**src/rtl/osi_pkg.sv**
```systemverilog
// Package for the obstacle speed interlock: widths, request and reason codes,
// configuration register indexes, reset values and shared types.
// No dependencies.
package osi_pkg;

    localparam int COORD_WIDTH_DEF = 16;
    localparam int AGE_WIDTH_DEF   = 16;

    localparam int KIND_W     = 3;
    localparam int REASON_W   = 3;
    localparam int VEL_W      = 16;
    localparam int RNG_W      = 16;
    localparam int RAD_W      = 12;
    localparam int SPD_W      = 15;
    localparam int TICK_W     = 16;
    localparam int CFG_IDX_W  = 3;
    localparam int CFG_DATA_W = 16;
    localparam int OUT_DATA_W = 2 * VEL_W;

    // R + 2C and R + C, and their squares
    localparam int RN_W    = RAD_W + 2;
    localparam int RS_W    = RAD_W + 1;
    localparam int RN_SQ_W = 2 * RN_W;
    localparam int RS_SQ_W = 2 * RS_W;

    localparam logic [RAD_W-1:0]  RST_BASE_RADIUS = RAD_W'(250);
    localparam logic [RAD_W-1:0]  RST_CLEAR_DIST  = RAD_W'(300);
    localparam logic [RNG_W-1:0]  RST_SONAR_CLEAR = RNG_W'(300);
    localparam logic [SPD_W-1:0]  RST_SLOW_SPEED  = SPD_W'(200);
    localparam logic [TICK_W-1:0] RST_STALE_TICKS = TICK_W'(1000);

    typedef enum logic [KIND_W-1:0] {
        REQ_TWIST       = 3'd0,
        REQ_COST_START  = 3'd1,
        REQ_COST_POINT  = 3'd2,
        REQ_SONAR_START = 3'd3,
        REQ_SONAR_RANGE = 3'd4,
        REQ_TICK        = 3'd5
    } req_t;

    typedef enum logic [REASON_W-1:0] {
        REASON_PASS        = 3'd0,
        REASON_MAP_STALE   = 3'd1,
        REASON_OBST_SLOW   = 3'd2,
        REASON_OBST_STOP   = 3'd3,
        REASON_SONAR_STALE = 3'd4,
        REASON_SONAR_STOP  = 3'd5
    } reason_t;

    typedef enum logic [CFG_IDX_W-1:0] {
        CFG_ENABLE       = 3'd0,
        CFG_BASE_RADIUS  = 3'd1,
        CFG_CLEAR_DIST   = 3'd2,
        CFG_SONAR_CLEAR  = 3'd3,
        CFG_SLOW_SPEED   = 3'd4,
        CFG_STALE_TICKS  = 3'd5
    } cfg_idx_t;

    typedef struct packed {
        logic x_ahead;
        logic y_inside;
    } pt_flags_t;

endpackage

```
**src/rtl/osi_geom.sv**
```systemverilog
// Point geometry stage: absolute values and squares of a costmap point,
// registered, plus the ahead and lateral-inside flags.
// Depends on osi_pkg.
module osi_geom
    import osi_pkg::*;
#(
    parameter int COORD_WIDTH = COORD_WIDTH_DEF
)
(
    input  logic                          clk,
    input  logic                          load,
    input  logic signed [COORD_WIDTH-1:0] point_x,
    input  logic signed [COORD_WIDTH-1:0] point_y,
    input  logic        [RAD_W-1:0]       radius,
    output logic        [2*COORD_WIDTH-1:0] x_sq,
    output logic        [2*COORD_WIDTH-1:0] y_sq,
    output pt_flags_t                     flags
);

    localparam int SQ_W = 2 * COORD_WIDTH;
    localparam int YR_W = (COORD_WIDTH > RAD_W) ? COORD_WIDTH : RAD_W;

    logic [COORD_WIDTH-1:0] ax;
    logic [COORD_WIDTH-1:0] ay;
    logic [SQ_W-1:0]        x_sq_reg;
    logic [SQ_W-1:0]        x_sq_next;
    logic [SQ_W-1:0]        y_sq_reg;
    logic [SQ_W-1:0]        y_sq_next;
    pt_flags_t              flags_reg;
    pt_flags_t              flags_next;

    always_comb
    begin
        ax = point_x[COORD_WIDTH-1] ? COORD_WIDTH'(-point_x) : COORD_WIDTH'(point_x);
        ay = point_y[COORD_WIDTH-1] ? COORD_WIDTH'(-point_y) : COORD_WIDTH'(point_y);
        x_sq_next = SQ_W'(ax) * SQ_W'(ax);
        y_sq_next = SQ_W'(ay) * SQ_W'(ay);
        flags_next.x_ahead  = !point_x[COORD_WIDTH-1] && (point_x != '0);
        flags_next.y_inside = YR_W'(ay) < YR_W'(radius);
    end

    always_ff @(posedge clk)
    begin
        if (load)
        begin
            x_sq_reg  <= x_sq_next;
            y_sq_reg  <= y_sq_next;
            flags_reg <= flags_next;
        end
    end

    assign x_sq  = x_sq_reg;
    assign y_sq  = y_sq_reg;
    assign flags = flags_reg;

endmodule

```
**src/rtl/obstacle_speed_interlock.sv**
```systemverilog
// Obstacle speed interlock, top level: config registers, input stage,
// geometry stage, obstacle/sonar state and the result register.
// Depends on osi_pkg and osi_geom.
//
// Usage: one input stream (s_*) carries six word kinds in s_tuser: twist,
// costmap start, costmap point, sonar start, sonar range and tick. Only a
// twist word gives a result, and only while enable is set; it leaves on the
// output stream (m_*) with the limited linear speed, the unchanged angular
// speed and the limit reason. Every other word only updates the obstacle
// flags and the age counters and vanishes in the pipe.
// Throughput is one word per cycle; s_tready stays high while the pipe moves.
// A word passes the input register, the squaring register of the point
// geometry unit, then the result register, where flags and ages update in
// word order, so a twist sees every earlier point, range and tick.
// Configuration is written through cfg_we/cfg_idx/cfg_data while the block is
// idle, a user rule the block does not enforce; writing enable to zero clears
// the three obstacle flags. Reset clears the pipe, loads the default register
// values and marks map and sonar data stale (ages all ones). There is no
// clearing pass. When the receiver holds m_tready low the result word holds,
// and the two stages behind it still fill before s_tready drops.
module obstacle_speed_interlock
    import osi_pkg::*;
#(
    parameter int COORD_WIDTH = COORD_WIDTH_DEF,
    parameter int AGE_WIDTH   = AGE_WIDTH_DEF,
    parameter int IN_DATA_W   = ((3 * VEL_W + 2 * COORD_WIDTH + 7) / 8) * 8
)
(
    input  logic                  clk,
    input  logic                  rst_n,
    input  logic                  s_tvalid,
    output logic                  s_tready,
    // lin_vel, ang_vel, point_x, point_y, sonar_range, unused fill
    input  logic [IN_DATA_W-1:0]  s_tdata,
    // req_type
    input  logic [KIND_W-1:0]     s_tuser,
    output logic                  m_tvalid,
    input  logic                  m_tready,
    // lin_out, ang_out
    output logic [OUT_DATA_W-1:0] m_tdata,
    // limit_reason
    output logic [REASON_W-1:0]   m_tuser,
    input  logic                  cfg_we,
    input  logic [CFG_IDX_W-1:0]  cfg_idx,
    input  logic [CFG_DATA_W-1:0] cfg_data
);

    localparam int PX_LSB = 2 * VEL_W;
    localparam int PY_LSB = PX_LSB + COORD_WIDTH;
    localparam int RG_LSB = PY_LSB + COORD_WIDTH;
    localparam int SQ_W   = 2 * COORD_WIDTH;
    localparam int D2_W   = SQ_W + 1;
    localparam int TH_W   = (D2_W > RN_SQ_W) ? D2_W : RN_SQ_W;
    localparam int AC_W   = (AGE_WIDTH > TICK_W) ? AGE_WIDTH : TICK_W;

    // configuration
    logic              enable_reg;
    logic [RAD_W-1:0]  radius_reg;
    logic [RAD_W-1:0]  clear_dist_reg;
    logic [RNG_W-1:0]  sonar_clear_reg;
    logic [SPD_W-1:0]  slow_speed_reg;
    logic [TICK_W-1:0] stale_ticks_reg;
    logic [RN_SQ_W-1:0] rn_sq_reg;
    logic [RS_SQ_W-1:0] rs_sq_reg;
    logic [RN_W-1:0]   rn;
    logic [RS_W-1:0]   rs;

    // input stage
    logic                          v1_reg;
    req_t                          kind1_reg;
    logic signed [VEL_W-1:0]       lin1_reg;
    logic signed [VEL_W-1:0]       ang1_reg;
    logic signed [COORD_WIDTH-1:0] px1_reg;
    logic signed [COORD_WIDTH-1:0] py1_reg;
    logic [RNG_W-1:0]              rng1_reg;

    // geometry stage
    logic                    v2_reg;
    req_t                    kind2_reg;
    logic signed [VEL_W-1:0] lin2_reg;
    logic signed [VEL_W-1:0] ang2_reg;
    logic [RNG_W-1:0]        rng2_reg;
    logic [SQ_W-1:0]         x_sq;
    logic [SQ_W-1:0]         y_sq;
    pt_flags_t               pt_flags;

    // result register
    logic                    out_valid_reg;
    logic                    out_valid_next;
    logic [VEL_W-1:0]        lin_out_reg;
    logic [VEL_W-1:0]        lin_out_next;
    logic [VEL_W-1:0]        ang_out_reg;
    reason_t                 reason_reg;
    reason_t                 reason_next;

    // interlock state
    logic                 near_reg;
    logic                 near_next;
    logic                 stop_reg;
    logic                 stop_next;
    logic                 sonar_block_reg;
    logic                 sonar_block_next;
    logic [AGE_WIDTH-1:0] map_age_reg;
    logic [AGE_WIDTH-1:0] map_age_next;
    logic [AGE_WIDTH-1:0] sonar_age_reg;
    logic [AGE_WIDTH-1:0] sonar_age_next;

    logic            rdy1;
    logic            rdy2;
    logic            rdy3;
    logic            move12;
    logic            move23;
    logic [D2_W-1:0] d2;
    logic            near_hit;
    logic            stop_hit;
    logic            map_stale;
    logic            sonar_stale;

    assign rdy3     = !out_valid_reg || m_tready;
    assign rdy2     = !v2_reg || rdy3;
    assign rdy1     = !v1_reg || rdy2;
    assign s_tready = rdy1;
    assign move12   = v1_reg && rdy2;
    assign move23   = v2_reg && rdy3;

    assign rn = RN_W'(radius_reg) + RN_W'({clear_dist_reg, 1'b0});
    assign rs = RS_W'(radius_reg) + RS_W'(clear_dist_reg);

    always_ff @(posedge clk or negedge rst_n)
    begin
        if (!rst_n)
        begin
            enable_reg      <= 1'b0;
            radius_reg      <= RST_BASE_RADIUS;
            clear_dist_reg  <= RST_CLEAR_DIST;
            sonar_clear_reg <= RST_SONAR_CLEAR;
            slow_speed_reg  <= RST_SLOW_SPEED;
            stale_ticks_reg <= RST_STALE_TICKS;
        end
        else if (cfg_we)
        begin
            case (cfg_idx)
                CFG_ENABLE:      enable_reg      <= cfg_data[0];
                CFG_BASE_RADIUS: radius_reg      <= cfg_data[RAD_W-1:0];
                CFG_CLEAR_DIST:  clear_dist_reg  <= cfg_data[RAD_W-1:0];
                CFG_SONAR_CLEAR: sonar_clear_reg <= cfg_data[RNG_W-1:0];
                CFG_SLOW_SPEED:  slow_speed_reg  <= cfg_data[SPD_W-1:0];
                CFG_STALE_TICKS: stale_ticks_reg <= cfg_data[TICK_W-1:0];
                default:
                begin
                end
            endcase
        end
    end

    always_ff @(posedge clk)
    begin
        rn_sq_reg <= RN_SQ_W'(rn) * RN_SQ_W'(rn);
        rs_sq_reg <= RS_SQ_W'(rs) * RS_SQ_W'(rs);
    end

    // pipe valid bits
    always_ff @(posedge clk or negedge rst_n)
    begin
        if (!rst_n)
        begin
            v1_reg        <= 1'b0;
            v2_reg        <= 1'b0;
            out_valid_reg <= 1'b0;
        end
        else
        begin
            if (rdy1)
                v1_reg <= s_tvalid;
            if (rdy2)
                v2_reg <= v1_reg;
            if (rdy3)
                out_valid_reg <= out_valid_next;
        end
    end

    always_ff @(posedge clk)
    begin
        if (s_tvalid && rdy1)
        begin
            kind1_reg <= req_t'(s_tuser);
            lin1_reg  <= s_tdata[VEL_W-1:0];
            ang1_reg  <= s_tdata[2*VEL_W-1:VEL_W];
            px1_reg   <= s_tdata[PX_LSB +: COORD_WIDTH];
            py1_reg   <= s_tdata[PY_LSB +: COORD_WIDTH];
            rng1_reg  <= s_tdata[RG_LSB +: RNG_W];
        end
        if (move12)
        begin
            kind2_reg <= kind1_reg;
            lin2_reg  <= lin1_reg;
            ang2_reg  <= ang1_reg;
            rng2_reg  <= rng1_reg;
        end
        if (move23)
        begin
            lin_out_reg <= lin_out_next;
            ang_out_reg <= ang2_reg;
            reason_reg  <= reason_next;
        end
    end

    osi_geom #(
        .COORD_WIDTH (COORD_WIDTH)
    ) u_geom (
        .clk         (clk),
        .load        (move12),
        .point_x     (px1_reg),
        .point_y     (py1_reg),
        .radius      (radius_reg),
        .x_sq        (x_sq),
        .y_sq        (y_sq),
        .flags       (pt_flags)
    );

    always_comb
    begin
        d2        = D2_W'(x_sq) + D2_W'(y_sq);
        near_hit  = pt_flags.x_ahead && (TH_W'(d2) < TH_W'(rn_sq_reg));
        stop_hit  = pt_flags.x_ahead && pt_flags.y_inside &&
                    (TH_W'(d2) < TH_W'(rs_sq_reg));
        map_stale   = (map_age_reg == '1) ||
                      (AC_W'(map_age_reg) > AC_W'(stale_ticks_reg));
        sonar_stale = (sonar_age_reg == '1) ||
                      (AC_W'(sonar_age_reg) > AC_W'(stale_ticks_reg));
    end

    // state update and twist limiting, in word order
    always_comb
    begin
        near_next        = near_reg;
        stop_next        = stop_reg;
        sonar_block_next = sonar_block_reg;
        map_age_next     = map_age_reg;
        sonar_age_next   = sonar_age_reg;
        out_valid_next   = 1'b0;
        lin_out_next     = lin2_reg;
        reason_next      = REASON_PASS;

        if (!lin2_reg[VEL_W-1] && (lin2_reg != '0))
        begin
            if (map_stale)
            begin
                lin_out_next = '0;
                reason_next  = REASON_MAP_STALE;
            end
            else if (near_reg && stop_reg)
            begin
                lin_out_next = '0;
                reason_next  = REASON_OBST_STOP;
            end
            else if (near_reg)
            begin
                lin_out_next = VEL_W'(slow_speed_reg);
                reason_next  = REASON_OBST_SLOW;
            end
        end
        else if (lin2_reg[VEL_W-1])
        begin
            if (sonar_stale)
            begin
                lin_out_next = '0;
                reason_next  = REASON_SONAR_STALE;
            end
            else if (sonar_block_reg)
            begin
                lin_out_next = '0;
                reason_next  = REASON_SONAR_STOP;
            end
        end

        if (v2_reg)
        begin
            case (kind2_reg)
                REQ_TWIST:
                    out_valid_next = enable_reg;
                REQ_COST_START:
                begin
                    near_next = 1'b0;
                    stop_next = 1'b0;
                    if (enable_reg)
                        map_age_next = '0;
                end
                REQ_COST_POINT:
                begin
                    if (enable_reg)
                    begin
                        near_next = near_reg || near_hit;
                        stop_next = stop_reg || stop_hit;
                    end
                end
                REQ_SONAR_START:
                begin
                    sonar_block_next = 1'b0;
                    if (enable_reg)
                        sonar_age_next = '0;
                end
                REQ_SONAR_RANGE:
                begin
                    if (enable_reg && (rng2_reg < sonar_clear_reg))
                        sonar_block_next = 1'b1;
                end
                REQ_TICK:
                begin
                    if (map_age_reg != '1)
                        map_age_next = AGE_WIDTH'(map_age_reg + 1'b1);
                    if (sonar_age_reg != '1)
                        sonar_age_next = AGE_WIDTH'(sonar_age_reg + 1'b1);
                end
                default:
                begin
                end
            endcase
        end
    end

    always_ff @(posedge clk or negedge rst_n)
    begin
        if (!rst_n)
        begin
            near_reg        <= 1'b0;
            stop_reg        <= 1'b0;
            sonar_block_reg <= 1'b0;
            map_age_reg     <= '1;
            sonar_age_reg   <= '1;
        end
        else if (cfg_we && (cfg_idx == CFG_ENABLE) && !cfg_data[0])
        begin
            near_reg        <= 1'b0;
            stop_reg        <= 1'b0;
            sonar_block_reg <= 1'b0;
        end
        else if (move23)
        begin
            near_reg        <= near_next;
            stop_reg        <= stop_next;
            sonar_block_reg <= sonar_block_next;
            map_age_reg     <= map_age_next;
            sonar_age_reg   <= sonar_age_next;
        end
    end

    assign m_tvalid = out_valid_reg;
    assign m_tdata  = {ang_out_reg, lin_out_reg};
    assign m_tuser  = reason_reg;

endmodule

```
**config.mk**
```make
export PLATFORM = sky130hd
export DESIGN_NAME = obstacle_speed_interlock
export DESIGN_NICKNAME = d
export VERILOG_FILES = /design/src/rtl/osi_pkg.sv /design/src/rtl/osi_geom.sv /design/src/rtl/obstacle_speed_interlock.sv
export SDC_FILE = /design/constraint.sdc
export NUM_CORES = 2
export LEC_CHECK = 0
export BUFFER_PORTS_ARGS = -buffer_cell sky130_fd_sc_hd__buf_2
export CAP_MARGIN = 5
export CORE_ASPECT_RATIO = 0.9
export CORE_MARGIN = 2
export CORE_UTILIZATION = 43
export DETAILED_ROUTE_END_ITERATION = 10
export GPL_TIMING_DRIVEN = 0
export HOLD_SLACK_MARGIN = 0.12
export SYNTH_ARGS = -nofsm -noshare
export SYNTH_HDL_FRONTEND = slang
export SYNTH_SLANG_ARGS = --single-unit
```
**constraint.sdc**
```tcl
create_clock -name clk -period 14.4 [get_ports clk]
set_input_delay 1.44 -clock clk [delete_from_list [all_inputs] [get_ports clk]]
set_output_delay 1.44 -clock clk [all_outputs]
set_load 0.02 [all_outputs]
```
==> parameters.txt <==
Parameter                              Value

Clocking
  Clock slew seen by the registers of the worst setup and hold paths    60 ps
  Total clock sinks    395
  Clock tree root buffer cell    clkbuf_16
  CTS tree    yes
  Deepest clock path buffer count    3
  Clock Latency Late Sink    620 ps
  Buffers inserted by post-CTS timing repair    0
  Clock buffer count from CTS    43
  CTS H-tree depth    2
  Gates resized, CTS repair    0
  Hold Buf Count CTS    0

Logic synthesis
  Share of flip-flops with an asynchronous set or reset    0.278
  Post-synth top area share    0.259
  FF+latch count, synth    395
  Cell types with the largest area share after synthesis    fa_1 (26%), edfxtp_1 (17%), ha_1 (15%), inv_1 (8.5%), dfstp_2 (3.4%)
  Leading area contributor after synthesis    fa_1
  Cell area after synthesis    0.0421 sq mm
  Number of standard cells after synthesis    4184
  Sequential area share after synthesis    0.258
  Dominant synthesized flop cell    edfxtp_1
  Number of enable flip-flop cells after synthesis    233
  Average instance area after synthesis    10.1 sq um
  Cell variety after synth    77
  Yosys warning total    0

Worst setup path
  Crit Path Max Fanout    11
  Crit-path most repeated cell    fa_1
  Worst R2R Path Depth    33
  Slowest stage delay, CP    660 ps
  Kind of end point of the critical path    flop
  Worst reg2reg endpoint    u_geom.y_sq[31]
  Data arrival time of the critical path    10450 ps
  Type of the worst setup path    reg2reg
  Standard cell with the maximum stage delay on the critical path    o21ai_0
  Worst Path Required    14750 ps
  Critical path startpoint category    flop
  Slack of the worst reg-to-reg path    4300 ps
  Beginning of the worst register-to-register path    py1_reg[0]

Cells and area
  Storage element area    0.0109 sq mm
  Ratio of cells with drive above 1 in the final layout    0.0803
  Layout Nets    5554
  Area used by multi-input combinational logic    0.0274 sq mm
  Post-route cell area    0.0460 sq mm
  Area growth from synthesis to layout    9.34%
  Total of fill cells in the finished design    9187

Floorplanning
  Die footprint    0.100 sq mm
  Initial cell density of the core    0.435
  IO Count    144
  Floorplan Core Area    0.0968 sq mm
  Horiz. Die Dim    334 um
  Die height    301 um
  Number of placement rows    108

Hold path
  Startpoint of the most critical hold path    kind1_reg[0]
  Hold path depth    0
  Path category of the worst min-delay check    reg2reg
  Destination of the worst hold path    kind2_reg[0]

Place
  Instance area at placement    0.0446 sq mm
  Weighted congestion at the end of routability-driven global placement    0.875
  Count of input and output buffers    143
  HPWL after detailed placement    81100 um

Global route
  Antenna violations before repair    4
  Global-route wire length before repair    161000 um
  Vias in the first global route    30084
  Maximum number of pins on one net before global-route repair    90
  Overall global routing resource usage    0.203
  Residual overflow from global routing    0

Run status
  Run status    finished clean

Flow run
  Max Cap Violations    0

Timing
  Worst Tran Pin Value    1360 ps
  Number of failing hold endpoints at the final stage    0
  Clock Skew    45.6 ps
  Post-layout min period    10100 ps
  Highest clock rate    99.0 MHz
  Setup repair after global routing missed its margin    no
  Share of the clock period used by the worst path    0.702
  Setup TNS    0 ps
  Slew headroom    0.0865
  Final setup violation count    0
  Number of max-slew violations in the final report    0

Detailed routing
  Vias per inst    5.04
  Count of antenna-violating nets left after detailed routing    0
  Final routed DRC violation total    0
  Vias after detailed routing    28723
  Average wire per cell in the routed design    17.2 um
  Final wirelength    98200 um
  First-pass iteration count of the detailed router    6
  First-iteration detailed-routing DRC count    1889
-- kinds of logic after synthesis --
| family | synth area share |
|---|---|
| AO/OA/AOI/OAI | 0.0814 |
| XOR/XNOR | 0.0444 |
| flip-flops | 0.258 |
| other | 0.000179 |
| buffers and inverters | 0.0922 |
| adder cells (fa/ha/maj) | 0.409 |
| multiplexers | 0.0155 |
| AND/OR/NAND/NOR | 0.0990 |
-- worst max path at each step --
stage               start              end  depth (start not counted)
4_1_cts        py1_reg[0]  u_geom.y_sq[31]                         33
3_5_place_dp   py1_reg[0]  u_geom.y_sq[31]                         33
2_1_floorplan  py1_reg[3]  u_geom.y_sq[30]                         29
5_1_grt        py1_reg[0]  u_geom.y_sq[31]                         33
3_3_place_gp   py1_reg[0]  u_geom.y_sq[31]                         33
6_report       py1_reg[0]  u_geom.y_sq[31]                         33
-- critical path: cells and delay by family (launching register included) --
kind,cells,cell delay [ps]
and+or+nand+nor,7,920
adders and majority gates,8,3800
xor gates and xnor gates,2,510
DFF,1,390
buffers and inverters,8,1920
AOI/OAI and AO/OA,8,2300
-- cells in the final DEF (no fill, tap or decap), drive strengths merged, types with 29 or more instances in the layout --
cell	count
a21o	98
a21oi	137
and2	32
buf	147
clkbuf	110
clkinv	38
dfrtp	55
dfstp	55
dfxtp	52
edfxtp	233
fa	545
ha	504
inv	960
mux2	56
nand2	290
nand3	56
nand4	29
nor2	317
nor2b	35
nor3	38
o21a	35
o21ai	99
xnor2	136
xor2	77
-- cell type report --
type	count	share of cell area
antenna	2	0.000109
tap	1265	0.0344
timing repair buffer	147	0.0179
buffer	57	0.00465
sequential	395	0.236
clock buffer	53	0.0244
multi-input combinational	2778	0.596
inverter	976	0.0797
clock inverter	27	0.00647
-- synthesized netlist by cell type, types with 20 or more instances --
library cell,number
inv_1,953
o21bai_1,21
a21o_1,96
fa_1,545
edfxtp_1,233
or3_1,23
dfrtp_1,55
o21ai_0,97
nor3_1,38
a21oi_1,137
nand2b_1,24
nand2_1,290
ha_1,504
mux2_2,56
nand4_1,29
nor2b_1,35
dfstp_2,55
clkbuf_1,57
nor2_1,317
and2_1,32
nand3_1,56
xnor2_1,136
xor2_1,77
o21a_1,35
dfxtp_1,52
clkinv_1,20
-- per-layer routing --
layer / global-route usage / share of wire / vias to the layer above / routed length, um
li1: - / - / 13817 / -
met4: 0.0454 / 0.020 / 0 / 1960
met1: 0.288 / 0.46 / 14249 / 45600
met2: 0.337 / 0.47 / 542 / 46400
met5: 0 / 0 / - / 0
met3: 0.0234 / 0.043 / 115 / 4260
-- stage by stage --
stage	utilization	std cells	setup slack (ps)	hold WS [ps]
after floorplan	-	4206	6210	400
after global placement	0.459	5614	4380	401
after detailed placement	0.461	5618	4330	405
after CTS	0.475	5698	4310	370
after global routing	0.475	5700	3630	392
final	0.475	5700	4300	374
Power is left out: the tool's default activity adds up to more than one toggle a clock period on the data nets, which glitch-free logic cannot reach.
